===== src/hdl/dnf_pkg.sv =====
// Shared constants, codes and stage types of the display number formatter.
// Depends on nothing; every other file but assert_macros.svh imports it.
`timescale 1ns / 1ps
`default_nettype none

package dnf_pkg;

  localparam int MAG_W    = 30;          // magnitude width, thousandths
  localparam int MODE_W   = 3;
  localparam int DIGITS   = 9;           // BCD digits of an in-range magnitude
  localparam int BCD_W    = DIGITS * 4;
  localparam int SHOWN    = 6;           // digits left after rounding
  localparam int FIELD    = 7;           // characters in the widest field
  localparam int CHAR_W   = 8;
  localparam int LEN_W    = 3;

  // Decimals mode codes
  localparam logic [MODE_W-1:0] MODE_DEC0 = 3'd0;
  localparam logic [MODE_W-1:0] MODE_DEC1 = 3'd1;
  localparam logic [MODE_W-1:0] MODE_DEC2 = 3'd2;
  localparam logic [MODE_W-1:0] MODE_DEC3 = 3'd3;
  localparam logic [MODE_W-1:0] MODE_AUTO = 3'd4;

  // Largest unrounded magnitude shown with 0..3 decimals
  localparam logic [MAG_W-1:0] LIMIT_DEC0 = 30'd999999000;
  localparam logic [MAG_W-1:0] LIMIT_DEC1 = 30'd99999900;
  localparam logic [MAG_W-1:0] LIMIT_DEC2 = 30'd9999990;
  localparam logic [MAG_W-1:0] LIMIT_DEC3 = 30'd999999;

  // Decimal counts
  localparam logic [1:0] DEC_0 = 2'd0;
  localparam logic [1:0] DEC_1 = 2'd1;
  localparam logic [1:0] DEC_2 = 2'd2;
  localparam logic [1:0] DEC_3 = 2'd3;

  // Field lengths
  localparam logic [LEN_W-1:0] LEN_INT   = 3'd6;
  localparam logic [LEN_W-1:0] LEN_POINT = 3'd7;

  // Characters
  localparam logic [CHAR_W-1:0] CHAR_SPACE = 8'h20;
  localparam logic [CHAR_W-1:0] CHAR_ZERO  = 8'h30;
  localparam logic [CHAR_W-1:0] CHAR_POINT = 8'h2E;
  localparam logic [CHAR_W-1:0] CHAR_NUL   = 8'h00;

  typedef logic [1:0] dec_t;

  typedef struct packed {
    logic [MAG_W-1:0]  magnitude;
    logic              negative;
    logic [MODE_W-1:0] decimals_mode;
    logic              allow_negative;
  } dnf_in_t;

  // Word handed along the conversion chain
  typedef struct packed {
    logic [BCD_W-1:0] bcd;
    logic [MAG_W-1:0] bin;
    dec_t             dec;
    logic             blank;
  } dnf_stage_t;

  typedef struct packed {
    logic [FIELD-1:0][CHAR_W-1:0] chars;   // index 0 is leftmost
    logic [LEN_W-1:0]             field_length;
    logic                         blanked;
  } dnf_res_t;

endpackage

`default_nettype wire


===== src/hdl/dnf_in_if.sv =====
// Input channel of the formatter: valid/ready handshake and one value word.
// Depends on dnf_pkg.
`timescale 1ns / 1ps
`default_nettype none

interface dnf_in_if import dnf_pkg::*; ();
  logic              valid;
  logic              ready;
  logic [MAG_W-1:0]  magnitude;
  logic              negative;
  logic [MODE_W-1:0] decimals_mode;
  logic              allow_negative;

  modport source (output valid, magnitude, negative, decimals_mode, allow_negative,
                  input ready);
  modport sink   (input valid, magnitude, negative, decimals_mode, allow_negative,
                  output ready);
endinterface

`default_nettype wire


===== src/hdl/dnf_out_if.sv =====
// Result channel of the formatter: valid/ready handshake and one field word.
// Depends on dnf_pkg.
`timescale 1ns / 1ps
`default_nettype none

interface dnf_out_if import dnf_pkg::*; ();
  logic              valid;
  logic              ready;
  logic [CHAR_W-1:0] char_0;
  logic [CHAR_W-1:0] char_1;
  logic [CHAR_W-1:0] char_2;
  logic [CHAR_W-1:0] char_3;
  logic [CHAR_W-1:0] char_4;
  logic [CHAR_W-1:0] char_5;
  logic [CHAR_W-1:0] char_6;
  logic [LEN_W-1:0]  field_length;
  logic              blanked;

  modport source (output valid, char_0, char_1, char_2, char_3, char_4, char_5, char_6,
                  field_length, blanked, input ready);
  modport sink   (input valid, char_0, char_1, char_2, char_3, char_4, char_5, char_6,
                  field_length, blanked, output ready);
endinterface

`default_nettype wire


===== src/hdl/dnf_front.sv =====
// Entry stage: range checks, decimal count selection and blanking decision.
// Depends on dnf_pkg.
`timescale 1ns / 1ps
`default_nettype none

module dnf_front import dnf_pkg::*; (
  input  logic       clk,
  input  logic       rst_n,
  input  logic       in_valid,
  output logic       in_ready,
  input  dnf_in_t    in_word,
  output logic       out_valid,
  input  logic       out_ready,
  output dnf_stage_t out_word
);

  logic       valid_r;
  dnf_stage_t word_r;
  dnf_stage_t word_nxt;
  logic       over0, over1, over2, over3;
  dec_t       dec;
  logic       reject;

  // Compare the unrounded magnitude against each limit
  assign over0 = in_word.magnitude > LIMIT_DEC0;
  assign over1 = in_word.magnitude > LIMIT_DEC1;
  assign over2 = in_word.magnitude > LIMIT_DEC2;
  assign over3 = in_word.magnitude > LIMIT_DEC3;

  // Pick decimals and decide on a blank field
  always_comb begin
    dec    = DEC_0;
    reject = 1'b0;
    case (in_word.decimals_mode)
      MODE_DEC0: begin
        dec    = DEC_0;
        reject = over0;
      end
      MODE_DEC1: begin
        dec    = DEC_1;
        reject = over1;
      end
      MODE_DEC2: begin
        dec    = DEC_2;
        reject = over2;
      end
      MODE_DEC3: begin
        dec    = DEC_3;
        reject = over3;
      end
      MODE_AUTO: begin
        if (!over3) begin
          dec = DEC_3;
        end else if (!over2) begin
          dec = DEC_2;
        end else if (!over1) begin
          dec = DEC_1;
        end else begin
          dec    = DEC_0;
          reject = over0;
        end
      end
      default: begin
        dec    = DEC_0;
        reject = 1'b1;
      end
    endcase
    if (in_word.negative && !in_word.allow_negative) begin
      reject = 1'b1;
    end
  end

  // Clear the value on a blank so the BCD chain never overflows
  always_comb begin
    word_nxt.bcd   = '0;
    word_nxt.bin   = reject ? '0 : in_word.magnitude;
    word_nxt.dec   = dec;
    word_nxt.blank = reject;
  end

  assign in_ready = !valid_r || out_ready;

  // Hold the word until the first cell takes it
  always_ff @(posedge clk) begin
    if (!rst_n) begin
      valid_r <= 1'b0;
    end else if (in_ready) begin
      valid_r <= in_valid;
    end
  end

  always_ff @(posedge clk) begin
    if (in_valid && in_ready) begin
      word_r <= word_nxt;
    end
  end

  assign out_valid = valid_r;
  assign out_word  = word_r;

endmodule

`default_nettype wire


===== src/hdl/dnf_cell.sv =====
// One binary-to-BCD cell: adjust every digit, then shift in the next bit.
// Depends on dnf_pkg.
`timescale 1ns / 1ps
`default_nettype none

module dnf_cell import dnf_pkg::*; (
  input  logic       clk,
  input  logic       rst_n,
  input  logic       in_valid,
  output logic       in_ready,
  input  dnf_stage_t in_word,
  output logic       out_valid,
  input  logic       out_ready,
  output dnf_stage_t out_word
);

  logic             valid_r;
  dnf_stage_t       word_r;
  dnf_stage_t       word_nxt;
  logic [BCD_W-1:0] adj;

  // Add three to every digit of five or more
  always_comb begin
    for (int k = 0; k < DIGITS; k++) begin
      adj[4*k +: 4] = (in_word.bcd[4*k +: 4] >= 4'd5) ?
                      in_word.bcd[4*k +: 4] + 4'd3 : in_word.bcd[4*k +: 4];
    end
  end

  // Move the top binary bit into the BCD register
  always_comb begin
    word_nxt       = in_word;
    word_nxt.bcd   = {adj[BCD_W-2:0], in_word.bin[MAG_W-1]};
    word_nxt.bin   = {in_word.bin[MAG_W-2:0], 1'b0};
  end

  assign in_ready = !valid_r || out_ready;

  always_ff @(posedge clk) begin
    if (!rst_n) begin
      valid_r <= 1'b0;
    end else if (in_ready) begin
      valid_r <= in_valid;
    end
  end

  always_ff @(posedge clk) begin
    if (in_valid && in_ready) begin
      word_r <= word_nxt;
    end
  end

  assign out_valid = valid_r;
  assign out_word  = word_r;

endmodule

`default_nettype wire


===== src/hdl/dnf_format.sv =====
// Output stage: decimal rounding, leading-zero blanking and ASCII field build.
// Depends on dnf_pkg; holds the result register.
`timescale 1ns / 1ps
`default_nettype none

module dnf_format import dnf_pkg::*; (
  input  logic       clk,
  input  logic       rst_n,
  input  logic       in_valid,
  output logic       in_ready,
  input  dnf_stage_t in_word,
  output logic       out_valid,
  input  logic       out_ready,
  output dnf_res_t   out_word
);

  logic                         valid_r;
  dnf_res_t                     res_r;
  dnf_res_t                     res_nxt;
  logic [SHOWN*4-1:0]           kept;
  logic [3:0]                   rnd;
  logic                         carry;
  logic [SHOWN-1:0][3:0]        rd;
  logic                         above;
  logic [SHOWN-1:0]             shown;
  logic [SHOWN-1:0][CHAR_W-1:0] asc;

  // Select the six kept digits and the first dropped one, zero when none is dropped
  always_comb begin
    kept = in_word.bcd[SHOWN*4-1:0];
    rnd  = 4'd0;
    case (in_word.dec)
      DEC_0: begin
        kept = in_word.bcd[BCD_W-1:12];
        rnd  = in_word.bcd[11:8];
      end
      DEC_1: begin
        kept = in_word.bcd[BCD_W-5:8];
        rnd  = in_word.bcd[7:4];
      end
      DEC_2: begin
        kept = in_word.bcd[BCD_W-9:4];
        rnd  = in_word.bcd[3:0];
      end
      default: begin
        kept = in_word.bcd[SHOWN*4-1:0];
        rnd  = 4'd0;
      end
    endcase
  end

  // Round half up with a decimal carry chain
  always_comb begin
    carry = (rnd >= 4'd5);
    for (int i = 0; i < SHOWN; i++) begin
      if (carry) begin
        if (kept[4*i +: 4] == 4'd9) begin
          rd[i] = 4'd0;
        end else begin
          rd[i] = kept[4*i +: 4] + 4'd1;
          carry = 1'b0;
        end
      end else begin
        rd[i] = kept[4*i +: 4];
      end
    end
  end

  // Show a digit once a nonzero digit stands at or above it, or at or below the units
  always_comb begin
    above = 1'b0;
    for (int i = SHOWN - 1; i >= 0; i--) begin
      above    = above || (rd[i] != 4'd0);
      shown[i] = above || (i <= int'(in_word.dec));
      asc[i]   = shown[i] ? (CHAR_ZERO | {4'h0, rd[i]}) : CHAR_SPACE;
    end
  end

  // Place digits and the point, right-justified
  always_comb begin
    res_nxt.chars        = {FIELD{CHAR_SPACE}};
    res_nxt.chars[6]     = CHAR_NUL;
    res_nxt.field_length = LEN_INT;
    res_nxt.blanked      = in_word.blank;
    if (in_word.dec != DEC_0) begin
      res_nxt.field_length = LEN_POINT;
      for (int i = 0; i < SHOWN; i++) begin
        if (i < int'(in_word.dec)) begin
          res_nxt.chars[6-i] = asc[i];
        end else begin
          res_nxt.chars[5-i] = asc[i];
        end
      end
      case (in_word.dec)
        DEC_1:   res_nxt.chars[5] = CHAR_POINT;
        DEC_2:   res_nxt.chars[4] = CHAR_POINT;
        default: res_nxt.chars[3] = CHAR_POINT;
      endcase
    end else begin
      for (int i = 0; i < SHOWN; i++) begin
        res_nxt.chars[5-i] = asc[i];
      end
    end
    if (in_word.blank) begin
      res_nxt.chars        = {FIELD{CHAR_SPACE}};
      res_nxt.chars[6]     = CHAR_NUL;
      res_nxt.field_length = LEN_INT;
    end
  end

  assign in_ready = !valid_r || out_ready;

  // Hold the result until the receiver takes it
  always_ff @(posedge clk) begin
    if (!rst_n) begin
      valid_r <= 1'b0;
    end else if (in_ready) begin
      valid_r <= in_valid;
    end
  end

  always_ff @(posedge clk) begin
    if (in_valid && in_ready) begin
      res_r <= res_nxt;
    end
  end

  assign out_valid = valid_r;
  assign out_word  = res_r;

endmodule

`default_nettype wire


===== src/hdl/display_number_formatter.sv =====
// Display number formatter: turns a magnitude in thousandths plus a sign flag
// into a right-justified ASCII field for a six-digit display line.
// Channels: in_ch takes one value word per valid/ready handshake; out_ch
// gives one field word (seven characters, length, blank flag) per input word.
// Pipeline: 32 register stages - one check stage, a chain of 30 binary-to-BCD
// cells (one magnitude bit each), and one rounding and output stage.
// Throughput: one word per cycle while out_ch.ready is high; every stage holds
// one word, passing it onward on each clock when the next stage is empty or moving.
// Stall: when out_ch.ready is low the result holds in the output register;
// empty stages further up still fill, so input is taken until the chain is
// full, then in_ch.ready drops.
// Reset: rst_n (synchronous, active low) empties every stage; no result is
// pending afterwards and the block takes input on the next cycle.
// Depends on dnf_pkg, dnf_in_if, dnf_out_if, dnf_front, dnf_cell, dnf_format.
`timescale 1ns / 1ps
`default_nettype none

module display_number_formatter import dnf_pkg::*; (
  input  logic      clk,
  input  logic      rst_n,
  dnf_in_if.sink    in_ch,
  dnf_out_if.source out_ch
);

  dnf_in_t    in_word;
  dnf_res_t   res_word;
  logic       stg_valid [MAG_W+1];
  logic       stg_ready [MAG_W+1];
  dnf_stage_t stg_word  [MAG_W+1];

  // Pack the input word
  always_comb begin
    in_word.magnitude      = in_ch.magnitude;
    in_word.negative       = in_ch.negative;
    in_word.decimals_mode  = in_ch.decimals_mode;
    in_word.allow_negative = in_ch.allow_negative;
  end

  dnf_front u_front (
    .clk       (clk),
    .rst_n     (rst_n),
    .in_valid  (in_ch.valid),
    .in_ready  (in_ch.ready),
    .in_word   (in_word),
    .out_valid (stg_valid[0]),
    .out_ready (stg_ready[0]),
    .out_word  (stg_word[0])
  );

  // Conversion chain, one magnitude bit per cell
  for (genvar g = 0; g < MAG_W; g++) begin : g_cell
    dnf_cell u_cell (
      .clk       (clk),
      .rst_n     (rst_n),
      .in_valid  (stg_valid[g]),
      .in_ready  (stg_ready[g]),
      .in_word   (stg_word[g]),
      .out_valid (stg_valid[g+1]),
      .out_ready (stg_ready[g+1]),
      .out_word  (stg_word[g+1])
    );
  end

  dnf_format u_format (
    .clk       (clk),
    .rst_n     (rst_n),
    .in_valid  (stg_valid[MAG_W]),
    .in_ready  (stg_ready[MAG_W]),
    .in_word   (stg_word[MAG_W]),
    .out_valid (out_ch.valid),
    .out_ready (out_ch.ready),
    .out_word  (res_word)
  );

  // Unpack the result word
  assign out_ch.char_0       = res_word.chars[0];
  assign out_ch.char_1       = res_word.chars[1];
  assign out_ch.char_2       = res_word.chars[2];
  assign out_ch.char_3       = res_word.chars[3];
  assign out_ch.char_4       = res_word.chars[4];
  assign out_ch.char_5       = res_word.chars[5];
  assign out_ch.char_6       = res_word.chars[6];
  assign out_ch.field_length = res_word.field_length;
  assign out_ch.blanked      = res_word.blanked;

endmodule

`default_nettype wire


===== src/flat_wrapper.sv =====
// flat-port wrapper written by rule: the top's interface ports become plain ports
module display_number_formatter_flat import dnf_pkg::*;
  (clk, rst_n, in_ch_valid, in_ch_magnitude, in_ch_negative, in_ch_decimals_mode, in_ch_allow_negative, in_ch_ready, out_ch_valid, out_ch_char_0, out_ch_char_1, out_ch_char_2, out_ch_char_3, out_ch_char_4, out_ch_char_5, out_ch_char_6, out_ch_field_length, out_ch_blanked, out_ch_ready);
  dnf_in_if in_ch_i ();
  dnf_out_if out_ch_i ();
  input  logic clk;
  input  logic rst_n;
  input wire logic [$bits(in_ch_i.valid)-1:0] in_ch_valid;
  input wire logic [$bits(in_ch_i.magnitude)-1:0] in_ch_magnitude;
  input wire logic [$bits(in_ch_i.negative)-1:0] in_ch_negative;
  input wire logic [$bits(in_ch_i.decimals_mode)-1:0] in_ch_decimals_mode;
  input wire logic [$bits(in_ch_i.allow_negative)-1:0] in_ch_allow_negative;
  output wire logic [$bits(in_ch_i.ready)-1:0] in_ch_ready;
  output wire logic [$bits(out_ch_i.valid)-1:0] out_ch_valid;
  output wire logic [$bits(out_ch_i.char_0)-1:0] out_ch_char_0;
  output wire logic [$bits(out_ch_i.char_1)-1:0] out_ch_char_1;
  output wire logic [$bits(out_ch_i.char_2)-1:0] out_ch_char_2;
  output wire logic [$bits(out_ch_i.char_3)-1:0] out_ch_char_3;
  output wire logic [$bits(out_ch_i.char_4)-1:0] out_ch_char_4;
  output wire logic [$bits(out_ch_i.char_5)-1:0] out_ch_char_5;
  output wire logic [$bits(out_ch_i.char_6)-1:0] out_ch_char_6;
  output wire logic [$bits(out_ch_i.field_length)-1:0] out_ch_field_length;
  output wire logic [$bits(out_ch_i.blanked)-1:0] out_ch_blanked;
  input wire logic [$bits(out_ch_i.ready)-1:0] out_ch_ready;
  assign in_ch_i.valid = in_ch_valid;
  assign in_ch_i.magnitude = in_ch_magnitude;
  assign in_ch_i.negative = in_ch_negative;
  assign in_ch_i.decimals_mode = in_ch_decimals_mode;
  assign in_ch_i.allow_negative = in_ch_allow_negative;
  assign in_ch_ready = in_ch_i.ready;
  assign out_ch_valid = out_ch_i.valid;
  assign out_ch_char_0 = out_ch_i.char_0;
  assign out_ch_char_1 = out_ch_i.char_1;
  assign out_ch_char_2 = out_ch_i.char_2;
  assign out_ch_char_3 = out_ch_i.char_3;
  assign out_ch_char_4 = out_ch_i.char_4;
  assign out_ch_char_5 = out_ch_i.char_5;
  assign out_ch_char_6 = out_ch_i.char_6;
  assign out_ch_field_length = out_ch_i.field_length;
  assign out_ch_blanked = out_ch_i.blanked;
  assign out_ch_i.ready = out_ch_ready;
  display_number_formatter u_core (.clk(clk), .rst_n(rst_n), .in_ch(in_ch_i), .out_ch(out_ch_i));
endmodule

===== config.mk =====
export PLATFORM = sky130hd
export DESIGN_NAME = display_number_formatter_flat
export DESIGN_NICKNAME = d
export VERILOG_FILES = /design/src/hdl/dnf_pkg.sv /design/src/hdl/dnf_in_if.sv /design/src/hdl/dnf_out_if.sv /design/src/hdl/dnf_front.sv /design/src/hdl/dnf_cell.sv /design/src/hdl/dnf_format.sv /design/src/hdl/display_number_formatter.sv /design/src/flat_wrapper.sv
export SDC_FILE = /design/constraint.sdc
export NUM_CORES = 1
export LEC_CHECK = 0
export BUFFER_PORTS_ARGS = -buffer_cell sky130_fd_sc_hd__buf_2
export CAP_MARGIN = 5
export CELL_PAD_IN_SITES_DETAIL_PLACEMENT = 0
export CELL_PAD_IN_SITES_GLOBAL_PLACEMENT = 1
export CORE_UTILIZATION = 53
export DETAILED_ROUTE_END_ITERATION = 12
export GPL_TIMING_DRIVEN = 0
export MAX_ROUTING_LAYER = met4
export PLACE_DENSITY_LB_ADDON = 0.1
export SLEW_MARGIN = 10
export SYNTH_ARGS = -nofsm -noshare
export SYNTH_HDL_FRONTEND = slang
export SYNTH_SLANG_ARGS = --single-unit

===== constraint.sdc =====
create_clock -name clk -period 5.59 [get_ports clk]
set_clock_uncertainty 0.15 [all_clocks]
set_input_delay 0.2795 -clock clk [delete_from_list [all_inputs] [get_ports clk]]
set_output_delay 0.2795 -clock clk [all_outputs]
set_load 0.05 [all_outputs]

==> Yosys cells after proc, flatten, opt, wreduce, memory -nomap -nowiden <==
Cells that the tools add are included.
{ "classes": {"addsub": 231, "order_cmp": 236, "eq_ne": 12, "mux": 274, "bitwise": 2, "reduce_logical": 117} }
{ "op_table": {"columns": ["cell", "count"], "rows": [
  ["$ge 4x3->1 const B", 217],
  ["$mux 4", 208],
  ["$add 4x2->4 const B", 196],
  ["$pmux 24 s3", 1],
  ["$add 3x2->3 const B", 20],
  ["$mux 3", 20],
  ["$mux 5", 10],
  ["$mux 45", 1],
  ["$logic_or 1x1->1", 39],
  ["$logic_and 1x1->1", 33],
  ["$logic_not 1->1", 33],
  ["$gt 30x20->1 const B", 1],
  ["$gt 30x24->1 const B", 1],
  ["$gt 30x27->1 const B", 1],
  ["$gt 30x30->1 const B", 1],
  ["$mux 1", 25],
  ["$add 1x2->3 const AB", 8],
  ["$add 4x1->4 const B", 6],
  ["$eq 4x4->1 const B", 6],
  ["$ge 1x3->1 const AB", 8],
  ["$mux 8", 3],
  ["$reduce_bool 4->1", 5],
  ["$pmux 4 s3", 1],
  ["$pmux 2 s4", 1],
  ["20 further kinds", 27]
]} }
{ "word_totals": {"ff_bits": 1551, "in_bits": 39, "out_inout_bits": 62, "elab_cells": 1046} }

==> Depth between registers and ports, before layout <==
{ "depth": {"word_depth": 34, "depth_mapped": 14, "depth_no_buf": 10} }

==> By module <==
Synthesis repeated with hierarchy kept, for this count alone.
{ "hier_totals": {"hier_cells": 7031, "hier_area_um2": 95465.3} }
{ "modules_own_cells": {"columns": ["mod", "n_inst", "cells_each", "area_each_um2", "seq_area_each_um2"], "rows": [
  ["dnf_cell", 30, 215, 2989.1, 2062.0],
  ["dnf_format", 1, 376, 3329.4, 1131.1],
  ["dnf_front", 1, 205, 2462.4, 1011.0]
]} }

==> Least setup slack after synthesis <==
OpenSTA, ideal clock, no wires.
{ "synth_path": {"kind": "flip-flop to flip-flop", "from": "register u_core.u_format.valid_r, in the netlist u_core.u_format.out_valid", "to": "register u_core.g_cell[22].u_cell.word_r, in the netlist u_core.g_cell[22].u_cell.out_word[0], enable pin", "setup_time_ps": 499, "t_arrival_ps": 4281, "required_ps": 4941, "slack_ps": 660, "path_stages_with_launch": 7, "path_buffers": 0, "synth_period_minus_slack_ps": 4930, "cell_sequence": "dfxtp_1 -> and4b_1 -> and3_1 -> and2_1 -> nand2_1 -> nor2_1 -> a21boi_0"} }
{ "synth_via": {"elab_chain_cells": 11} }
{ "synth_lines": {"columns": ["item", "line_no", "rtl"], "rows": [
  ["from (decl)", "dnf_format.sv:17", "logic valid_r;"],
  ["from (signal assigned)", "dnf_format.sv:118", "valid_r <= in_valid;"],
  ["$logic_not 1->1", "dnf_format.sv:111", "assign in_ready = !valid_r || out_ready;"],
  ["$logic_or 1x1->1", "dnf_format.sv:111", null],
  ["$logic_or 1x1->1 (8 in series)", "dnf_cell.sv:37", "assign in_ready = !valid_r || out_ready;"],
  ["$logic_and 1x1->1", "dnf_cell.sv:48", "if (in_valid && in_ready) begin"],
  ["to (signal assigned)", "dnf_cell.sv:49", "word_r <= word_nxt;"],
  ["to (decl)", "dnf_cell.sv:18", "dnf_stage_t word_r;"]
]} }
Every way passes these cells.
A chain may end at the register's enable or synchronous reset.

==> Worst setup path after layout <==
{ "layout_path": {"from": "register u_core.g_cell[29].u_cell.valid_r", "to": "output in_ch_ready"} }
{ "layout_via": {"elab_chain_cells": 32} }
{ "layout_lines": {"columns": ["item", "line_no", "rtl"], "rows": [
  ["from (decl)", "dnf_cell.sv:17", "logic valid_r;"],
  ["from (signal assigned)", "dnf_cell.sv:43", "valid_r <= in_valid;"],
  ["$logic_not 1->1", "dnf_cell.sv:37", null],
  ["$logic_or 1x1->1 (30 in series)", "dnf_cell.sv:37", null],
  ["$logic_or 1x1->1", "dnf_front.sv:81", "assign in_ready = !valid_r || out_ready;"],
  ["to (decl)", "flat_wrapper.sv:13", "output wire logic [$bits(in_ch_i.ready)-1:0] in_ch_ready;"]
]} }
Every way passes these cells.

==> summary by stage <==
Outcome
The flow ran to the end, and the final reports show no timing, DRC or antenna violations.

Synthesis
The number of warnings printed during yosys synthesis is 0. The synthesized netlist cell count is 3908. The per-instance average area after synthesis is between 10 and 15 um^2.

The total standard cell area after synthesis is about 53000 um^2. The synthesized netlist contains 73 unique library cells. In the synthesized netlist the async set-or-reset flop fraction comes to 0%. The number of storage elements in the synthesis netlist is between 1000 and 1500. The number of flops mapped to enable cells by yosys is roughly 1200. Of the synthesized area, sequential elements account for 68.7%. The primary flip-flop cell chosen by synthesis mapping is edfxtp_1.

Run
Across the run, the number of max-cap violations was 0.

Timing
Setup violations remaining at the end of the flow were counted as 0. The hold violation count in the final report is 0. Setup repair after global routing left no endpoint under its margin. The fmax is around 220 MHz.

The final critical path takes up slightly above 80% of the cycle. The final count of pins violating max slew is 0. The setup slack after layout is about 1000 ps. The minimum clock period after layout is ~4600 ps. For the pin with the worst max-slew slack, the measured transition is 871 ps. Measured against its own limit, the worst slew margin works out to between 40% and 50%.

Route
The number of detailed-route iterations in the first pass is 6. The DRC violation count after routing is 0. The post-route antenna net violation count is 0. The DRC marker count from the first detailed-route iteration is ~1400. Using the TritonRoute via totals, the vias-per-cell ratio works out to slightly above 5. The routed layout has roughly 29000 vias. The total wire length is 86100 um.

Dividing the detail-routed wire length by the instance count gives around 15 um.

Clock network
The TritonCTS clock tree is yes. The cell at the root of the clock tree is clkbuf_16. The number of clock buffers inserted by TritonCTS is roughly 130.

The clock latency on the worst-skew pair is 730 ps. Counting every sink on the clock net gives about 1200. The total number of H-tree levels is 4. For this design, the CTS-stage hold fixing added 40 buffers.

The number of gates resized after CTS was 0. After clock tree synthesis, the clock-pin slew on the worst setup and hold paths is around 60 ps. The number of setup buffers added after CTS is 0. The clock passes through at most 3 buffers.

Worst setup path
The startpoint-to-endpoint class of the critical path is flop to output port. In this run the critical register-to-register path is launched from u_core.g_cell[29].u_cell.out_word[2]. The biggest fanout along the worst timing path is 9.

The logic depth of the worst register-to-register path is 12. The worst setup path startpoint is u_core.g_cell[29].u_cell.out_valid. STA classifies the critical path startpoint as a flop. The data arrival time of the critical path is between 4000 and 5000 ps.

The worst register-to-register path ends at u_core.u_format.out_word[13]. The kind of end point of the critical path is an output port. The required time at the worst-slack endpoint is around 5200 ps. The setup slack of the most critical reg-to-reg path is around 1200 ps.

Hold path
Along the worst hold path, the cell count comes to 3. The startpoint identified for the worst hold timing path is in_ch_allow_negative. The path class of the tightest hold or removal check is input port to flop. The hold path endpoint is u_core.u_front.out_word[10].

Floorplanning
between 100 and 150 I/O pins were placed. The initial cell density of the core is about 54%. The die span in y is ~320 um. After floorplanning, the core was divided into ~120 placement rows. The area of the placeable core is about 99000 um^2.

The full die area is a little over 100000 um^2. The die is 318 um wide.

Pwr
VDD sags by at most ~0.00023 V. The total chip power is about 0.019 W. Summed over all cells, the static leakage comes to approximately 23 nW. The power density over cell area is a little over 300 nW/um^2.

Place
The placer congestion estimate is between 0.9 and 1. The post-DP HPWL is between 50000 and 60000 um. The pre-CTS setup slack is 1270 ps. The number of placed instances, taps included is between 5000 and 6000.

The placed instances occupy a cell area of about 56000 um^2. The number of I/O port buffers is 78.

Cells and area
For this run, the number of standard cells in the final layout without fillers is between 5000 and 6000. The filler cell count in the final layout is 7532. The area of the multi-input gates is between 15000 and 20000 um^2.

The post-synthesis to final-layout area growth is 14.6%. The share of post-route cells with drive strength above 1 is 9.21%. Cells fill about three fifths of the core in the end. The sequential cells in the finished layout cover a total of ~36000 um^2. After the last flow step, the layout net total stands at about 4500.

The final instance area is between 60000 and 70000 um^2.

Global route
The via count of the first global-routing pass is about 28000. Entering global routing, the biggest net connects 34 pins. The initial antenna violation count is 1. The total track usage is 18.0%. The total overflow left after global routing is 0.

The first global-routing pass estimated about 140000 um of wire.
layout by cell type (no fill, tap or decap), types with 7 or more instances in the layout:
cell type      instances
buf_12                29
ha_1                 283
clkinv_1              25
o22a_1                 8
nor4_1                13
buf_2                 86
conb_1                22
nor2b_1               24
xnor2_1              145
nor3_1                17
a21oi_1              187
dlygate4sd3_1         40
inv_1                301
nor2_1               201
o21ai_0              278
nand4_1               10
clkinv_2              29
a222oi_1              20
and2_2                10
bufinv_16             12
o21a_1                22
nand2b_1             254
clkbuf_16            133
clkinv_8               7
edfxtp_1            1189
dfxtp_1               32
nand2_1              543
nand3_1               21
o31ai_1                7
mux2i_1              141
a21boi_4               8
and3_1                 8
nor2b_4               14
clkbuf_1              31
and2_1                25
buf_4                 25
worst max-delay path, cell delays in order, from the launching register on:
cell,delay [ps]
dfxtp_1,420
and4b_1,470
nand4_1,330
nor3_2,810
nand4_1,330
nor3_1,430
and2_1,310
nand2_1,120
buf_2,240
how the worst max path moves through the flow:
stage / cells past startpoint / slack, ps / to
after detailed placement: 12 / 1270 / u_core.u_format.out_word[13]
after global placement: 7 / -1820 / u_core.g_cell[22].u_cell.out_word[40]
after CTS: 8 / 960 / in_ch_ready
final: 8 / 970 / in_ch_ready
after floorplan: 6 / 660 / u_core.g_cell[22].u_cell.out_word[0]
after global routing: 8 / 670 / in_ch_ready
state kept, by name, summed over array words and instances, names as in the netlist:
signal,flops
u_core.g_cell.u_cell.out_word,1119
u_core.u_format.out_word,37
u_core.u_front.out_valid,1
u_core.g_cell.u_cell.out_valid,30
u_core.u_format.out_valid,1
u_core.u_front.out_word,33
layer usage:
metal  vias up  part of all wire [%]  global-route usage [%]
met5         -                     0                       -
met4         0                   2.5                    6.30
met3       156                   3.9                    3.17
met2       469                    51                    31.4
met1     13500                    42                    20.8
li1      14500                     -                       -
cells by family after synthesis:
group                    count (synthesis)  share of synthesized area [%]
flip-flops                            1221                           68.7
AND/OR/NAND/NOR                       1171                           10.4
AO/OA/AOI/OAI                          590                           6.34
buffers and inverters                  350                           2.74
adder cells (fa/ha/maj)                283                           6.69
XOR/XNOR                               148                           2.45
multiplexers                           143                           2.71
other                                    2                         0.0142
cell usage after synthesis (all sizes together) (3+ instances only):
master	count	share of area [%]
o21a	22	0.31
or3	4	0.047
dfxtp	32	1.2
inv	301	2.1
xnor2	145	2.4
o31ai	7	0.099
nand4	11	0.14
nand2	543	3.9
o22a	8	0.13
nor4b	3	0.050
and3	9	0.11
o211ai	5	0.071
nand2b	254	3.0
nor3	20	0.22
ha	283	6.7
a222oi	20	0.38
mux2i	141	2.7
a21boi	14	0.20
o21ai	279	2.6
edfxtp	1189	67
a221oi	5	0.095
nand3	21	0.20
buf	40	0.54
or4	6	0.085
nor4	17	0.25
a21oi	189	1.8
a22oi	5	0.071
xor2	3	0.050
a21o	6	0.085
clkbuf	8	0.057
a31oi	9	0.11
nor2	202	1.4
and2	35	0.43
nor2b	38	0.45
final cells by class:
cell class / instances / share of cell area (%)
Sequential cell: 1221 / 59.9
Clock inverter: 84 / 1.44
Tap cell: 1287 / 2.65
Timing Repair Buffer: 150 / 2.40
Antenna cell: 1 / 0.00412
Inverter: 302 / 1.87
Multi-Input combinational cell: 2357 / 25.5
Clock buffer: 158 / 5.67
Buffer: 48 / 0.518
metrics by stage:
stage	hold WS [ps]	TNS, ps
floorplan	250	0
global placement	250	-248270
detailed placement	255	0
CTS	57.8	0
global route	151	0
finish	113	0
where the power goes:
| part | switching (W) | leakage [nW] | internal, W | total, W |
|---|---|---|---|---|
| Clock | 0.00352 | 2.11 | 0.00500 | 0.00853 |
| Sequential | 0.0000106 | 11.0 | 0.00995 | 0.00996 |
| Combinational | 0.000108 | 9.45 | 0.0000654 | 0.000173 |
| Total | 0.00364 | 22.6 | 0.0150 | 0.0187 |
(Power assumes the default switching activity.)
